## config.mk

```make
export PLATFORM = sky130hd
export DESIGN_NAME = cbse_weights
export DESIGN_NICKNAME = d
export VERILOG_FILES = /design/src/rtl/cubic_bezier_spline_eval_core_assert.svh /design/src/rtl/cbse_pkg.sv /design/src/rtl/cbse_weights.sv
export SDC_FILE = /design/constraint.sdc
export NUM_CORES = 2
export LEC_CHECK = 0
export BUFFER_PORTS_ARGS = -buffer_cell sky130_fd_sc_hd__buf_2
export CORE_MARGIN = 1.5
export CORE_UTILIZATION = 61
export CTS_CLUSTER_DIAMETER = 120
export DETAILED_ROUTE_END_ITERATION = 8
export PLACE_DENSITY_LB_ADDON = 0.2
export RECOVER_POWER = 100
export SKIP_LAST_GASP = 1
export SYNTH_ARGS = -nofsm -noshare
export SYNTH_HDL_FRONTEND = slang
export SYNTH_SLANG_ARGS = --single-unit
```

## constraint.sdc

```tcl
create_clock -name i_clk -period 8.9 [get_ports i_clk]
set_input_delay 1.335 -clock i_clk [delete_from_list [all_inputs] [get_ports i_clk]]
set_output_delay 1.335 -clock i_clk [all_outputs]
set_load 0.1 [all_outputs]
```

## src/rtl/cubic_bezier_spline_eval_core_assert.svh

```systemverilog
// Assertion macros used by the knot table of the spline evaluator RTL.
`ifndef CUBIC_BEZIER_SPLINE_EVAL_CORE_ASSERT_SVH
`define CUBIC_BEZIER_SPLINE_EVAL_CORE_ASSERT_SVH
`ifndef NO_ASSERTIONS
`define CBSE_ASSERT_NOW(lbl, clk, rst_n, ante, cons, msg) \
    lbl: assert property (@(posedge clk) disable iff (!rst_n) (ante) |-> (cons)) \
        else $error(msg);
`define CBSE_ASSERT_NEXT(lbl, clk, rst_n, ante, cons, msg) \
    lbl: assert property (@(posedge clk) disable iff (!rst_n) (ante) |=> (cons)) \
        else $error(msg);
`else
`define CBSE_ASSERT_NOW(lbl, clk, rst_n, ante, cons, msg)
`define CBSE_ASSERT_NEXT(lbl, clk, rst_n, ante, cons, msg)
`endif
`endif

```

## src/rtl/cbse_pkg.sv

```systemverilog
// Types and constants of the cubic Bezier spline evaluator.
package cbse_pkg;

    localparam int FRAC_BITS = 16;
    localparam int COORD_W   = 32;
    localparam int VEC_W     = 3 * COORD_W;
    localparam int CPT_W     = COORD_W + 1;
    localparam int T_W       = FRAC_BITS + 1;
    localparam int TP_W      = 33;
    localparam int SQ_W      = 2 * T_W;
    localparam int M_W       = SQ_W + 1;
    localparam int WGT_W     = T_W + 1;
    localparam int PROD_W    = WGT_W + 1 + CPT_W;
    localparam int ACC_W     = PROD_W + 2;
    localparam int RES_W     = 16;
    localparam int TSTEP_W   = 17;
    localparam int CFG_W     = 17;
    localparam int IDX_W     = 4;

    localparam logic [T_W-1:0] ONE_T  = T_W'(1) << FRAC_BITS;
    localparam logic [T_W-1:0] HALF_T = T_W'(1) << (FRAC_BITS - 1);

    localparam logic [RES_W-1:0]   RESOLUTION_RST = 16'd1000;
    localparam logic [TSTEP_W-1:0] T_STEP_RST     = 17'd66;

    localparam logic CFG_RESOLUTION = 1'b0;
    localparam logic CFG_T_STEP     = 1'b1;

    typedef enum logic [1:0] {
        CMD_APPEND = 2'd0,
        CMD_SETCTL = 2'd1,
        CMD_EVAL   = 2'd2,
        CMD_CLEAR  = 2'd3
    } t_cmd;

    typedef enum logic [1:0] {
        ST_POINT  = 2'd0,
        ST_ACK    = 2'd1,
        ST_REJECT = 2'd2
    } t_status;

    typedef struct packed {
        logic    vld;
        t_status status;
    } t_ctl;

    typedef logic signed [CPT_W-1:0]   t_cpt;
    typedef logic signed [COORD_W-1:0] t_coord;
    typedef logic [WGT_W-1:0]          t_wgt;

endpackage

```

## src/rtl/cbse_weights.sv

```systemverilog
// Bernstein weight pipeline: t from step and increment, then the four cubic weights.
module cbse_weights (
    input  logic                          i_clk,
    input  logic                          i_en,
    input  logic [cbse_pkg::RES_W-1:0]    i_step,
    input  logic [cbse_pkg::TSTEP_W-1:0]  i_t_step,
    output cbse_pkg::t_wgt                o_w [4]
);
    import cbse_pkg::*;

    logic [TP_W-1:0] r_tp;
    logic [T_W-1:0]  t, u, r_t, r_u, t2, u2;
    logic [SQ_W-1:0] r_tt, r_uu;
    logic [M_W-1:0]  ut, ut2, r_m [4];

    always_comb begin
        t = (r_tp > TP_W'(ONE_T)) ? ONE_T : r_tp[T_W-1:0];
        u = ONE_T - t;
    end

    assign t2  = T_W'((r_tt + SQ_W'(HALF_T)) >> FRAC_BITS);
    assign u2  = T_W'((r_uu + SQ_W'(HALF_T)) >> FRAC_BITS);
    assign ut  = M_W'(u2) * M_W'(r_t);
    assign ut2 = M_W'(r_u) * M_W'(t2);

    always_ff @(posedge i_clk) begin
        if (i_en) begin
            r_tp   <= TP_W'(i_step) * TP_W'(i_t_step);
            r_t    <= t;
            r_u    <= u;
            r_tt   <= SQ_W'(t) * SQ_W'(t);
            r_uu   <= SQ_W'(u) * SQ_W'(u);
            r_m[0] <= M_W'(u2) * M_W'(r_u);
            r_m[1] <= (ut << 1) + ut;
            r_m[2] <= (ut2 << 1) + ut2;
            r_m[3] <= M_W'(t2) * M_W'(r_t);
        end
    end

    always_comb begin
        for (int k = 0; k < 4; k++) begin
            o_w[k] = WGT_W'((r_m[k] + M_W'(HALF_T)) >> FRAC_BITS);
        end
    end

endmodule

```

==> metrics <==
outcome=finished, violations left; failing checks=capacitance limit, slew limit; largest cells by area after synthesis=fa_1, ha_1, inv_1; Syn Inst Count=7716; via/cell ratio=about 5.4; Critical Path Max Stage Delay=between 0.5 and 0.6 ns; H-tree lvl count=4; met3 WL=9.93 mm; Ys Warns=0; metal1 wirelength=between 60 and 70 mm; highest routed layer=met5; Die ar.=116000 µm²; final hold viol count=0; Bufs and invs on worst path=8; relative slew slack=-1.46; launch point of the critical path=r_uu[17]$_DFFE_PP_; Worst EP required=about 9.2 ns; CTS sink cnt=about 180; Final Skew=0.0190 ns; worst vdd ir=around 1 mV; cell accounting for the most synthesized area=fa_1; Core Area=around 110000 µm²; gpl congestion=between 0.9 and 1; EDFF count, synth=178; CP Data Arrival Time=between 9 and 10 ns; final setup violating endpoints=0; critical path depth in cells=36; Mapped Avg Cell Area=around 9.0 µm²; TritonCTS clock tree=built; RSZ-0062 raised after global routing=true; Area Overhead vs Synth=7.08%; FF+latch count, synth=178; worst-path maximum fanout=7; Starting Density=0.618; row count=123; max-slew violation count=approximately 180; IO Port Bufs=106; R2R cell count=36; met2 WL=between 80 and 90 mm; slowest stage cell on the critical path=fa_1; Synth Flop Type=edfxtp_1; Fmax=0.113 GHz; Final Core Density=0.661; Post-route DRC=0; clock-pin transition on the worst setup and hold timing paths=around 0.070 ns; DRT Pass-1 Iters=8; CP endpoint=r_m[1][33]$_DFFE_PP_; Worst-Margin Slew=about 3.7 ns; Leak=0.0391 µW; WL/cell=17.2 µm; post-DP HPWL=134 mm; HP Class=register to register; Async SR Flop Fraction=0; Initial DRC Count=~2.9k; netlist area before placement=between 60000 and 70000 µm²; PwrDens=289 nW/µm²; detailed-route wire length=161 mm; most used cell, CP=fa_1; ANT nets after route=0; layout cell share with drive strength beyond 1=0.0611; Setup crit end kind=register; fin nets=between 10k and 15k; crit start category=register; WS Path Type=register to register; first-pass GRT wire length=270 mm; Die W=341 µm; clk buf depth=2; placed insts=9279; Max-cap violations=3; CTS root buf=clkbuf_16; fin cells=9355; cell family with most CP delay=adder cells; number of global-route vias before repair=54.8k; Worst-Skew Late Latency=0.54 ns; Die Y=341 µm; Tmin final=8.83 ns; Yosys top cell area share=0.424; routed vias=50.8k; CTS buffer count=17; initial antenna violation count=2; Top-Level Pins=approximately 110; FF-to-FF Start=r_uu[17]$_DFFE_PP_; FF-to-FF End=r_m[1][33]$_DFFE_PP_; sequential area share after synthesis=0.0766; FF-to-FF setup slack=0.07 ns; pin count of the biggest net entering global routing=65; Overall Global Routing Usage=0.288; grt ovf=0; period utilization=0.992; Yosys cell types=a little over 80
-- cells in the final DEF, fill, tap and decap left out, types with 31 or more instances in the layout --
| cell | instances |
|---|---|
| a21o_1 | 76 |
| a21oi_1 | 133 |
| and2_1 | 501 |
| and3_1 | 94 |
| buf_2 | 31 |
| buf_4 | 238 |
| clkbuf_1 | 85 |
| edfxtp_1 | 178 |
| fa_1 | 1477 |
| ha_1 | 787 |
| inv_1 | 1923 |
| nand2_1 | 1151 |
| nand3_1 | 81 |
| nor2_1 | 195 |
| nor3_1 | 47 |
| o21a_1 | 41 |
| o21ai_0 | 55 |
| xnor2_1 | 189 |
| xor2_1 | 79 |
-- logic make-up (layout without fill, tap and decap cells) --
group / Yosys count / after routing / share of synthesized area
adders and majority gates: 2282 / 2282 / 0.568
buffers and inverters: 2236 / 2351 / 0.120
and+or+nand+nor: 2230 / 2230 / 0.149
AOI/OAI and AO/OA: 478 / 478 / 0.0460
xor gates and xnor gates: 307 / 307 / 0.0387
DFF: 178 / 178 / 0.0766
muxes: 3 / 3 / 0.000448
other: 2 / 26 / 0.000108
-- worst min path at each step --
stage                            start           endpoint  slack [ns]  depth (start not counted)
finish               r_tp[3]$_DFFE_PP_   r_t[3]$_DFFE_PP_        0.92                          2
global route         r_tp[3]$_DFFE_PP_   r_t[3]$_DFFE_PP_        0.94                          2
CTS                 r_tp[16]$_DFFE_PP_  r_t[16]$_DFFE_PP_        0.88                          3
detailed placement  r_tp[16]$_DFFE_PP_  r_t[16]$_DFFE_PP_        0.85                          3
global placement    r_tp[16]$_DFFE_PP_  r_t[16]$_DFFE_PP_        0.84                          3
floorplan           r_tp[16]$_DFFE_PP_  r_t[16]$_DFFE_PP_        0.60                          2
-- worst min-delay path, delay by kind of cell (launching register included) --
| family | cells | cell delay (ns) |
|---|---|---|
| flip-flops | 1 | 0.35 |
| buffers and inverters | 1 | 0.22 |
| AND/OR/NAND/NOR | 1 | 0.22 |
-- layer usage --
layer / GRT usage / vias to the layer above
li1: - / 23200
met1: 0.374 / 25800
met2: 0.504 / 1498
met3: 0.0392 / 297
met4: 0.0866 / 2
met5: 0 / -
-- flip-flops by register name (all words and copies together) (netlist names) --
| register | count |
|---|---|
| r_tp | 33 |
| r_m | 76 |
| r_tt | 18 |
| r_uu | 18 |
| r_t | 17 |
| r_u | 16 |
-- stage by stage --
stage / hold WS (ns) / TNS (ns) / area (µm²) / worst slack, ns / power [µW]
2_1_floorplan: 0.601 / -0.0227 / 69900 / -0.0227 / 15900
4_1_cts: 0.876 / -0.0105 / 73800 / -0.0105 / 20500
3_3_place_gp: 0.835 / -0.0722 / 73200 / -0.0722 / 19100
3_5_place_dp: 0.846 / -0.430 / 73200 / -0.309 / 19600
6_report: 0.924 / 0 / 74700 / 0.0741 / 21600
5_1_grt: 0.945 / -3.11 / 74700 / -0.294 / 23900
-- cells in the mapped netlist (5+ instances only) --
cell	count
o21bai_1	23
inv_1	1933
ha_1	804
edfxtp_1	178
and4_1	12
nor3_1	51
a21o_1	76
a211oi_1	21
o211ai_1	7
nor4_1	12
nor2_1	206
and2_1	519
nor2b_1	17
o21ai_1	7
clkinv_1	5
clkbuf_1	283
xor2_1	93
nand2b_1	19
o31a_1	5
buf_2	5
o31ai_1	6
a31o_2	7
xnor2_1	213
a31oi_1	16
fa_1	1478
nand2_1	1163
o21a_1	41
a21oi_1	145
o21ai_0	59
and3_1	95
nand3_1	85
or3_1	10
nand4_1	22
o2111ai_1	6
-- where the power goes --
group,internal [µW],switching [µW]
logic,7650,10900
registers,2060,217
clock network,375,402
total,10100,11500
-- repair_timing --
action                                  4_1_cts  5_1_grt
pin swaps                                    13       98
gates cloned                                  0        2
buffers inserted                              4       39
gates resized for setup                      14      146
hold buffers                                  0        0
endpoints found under the setup margin        4       22
-- area by class of cell --
type                    instances  area, µm²
multi-input cells            5324      57000
fillers                      9274      38200
inverters                    1942       7290
flip-flops and latches        178       5350
repair buffers                377       2580
well taps                    1500       1880
clock buffers                  17        425
clock inverters                15        159
diodes                          2       5.00
No activity file was read; power rests on OpenSTA's default activity.
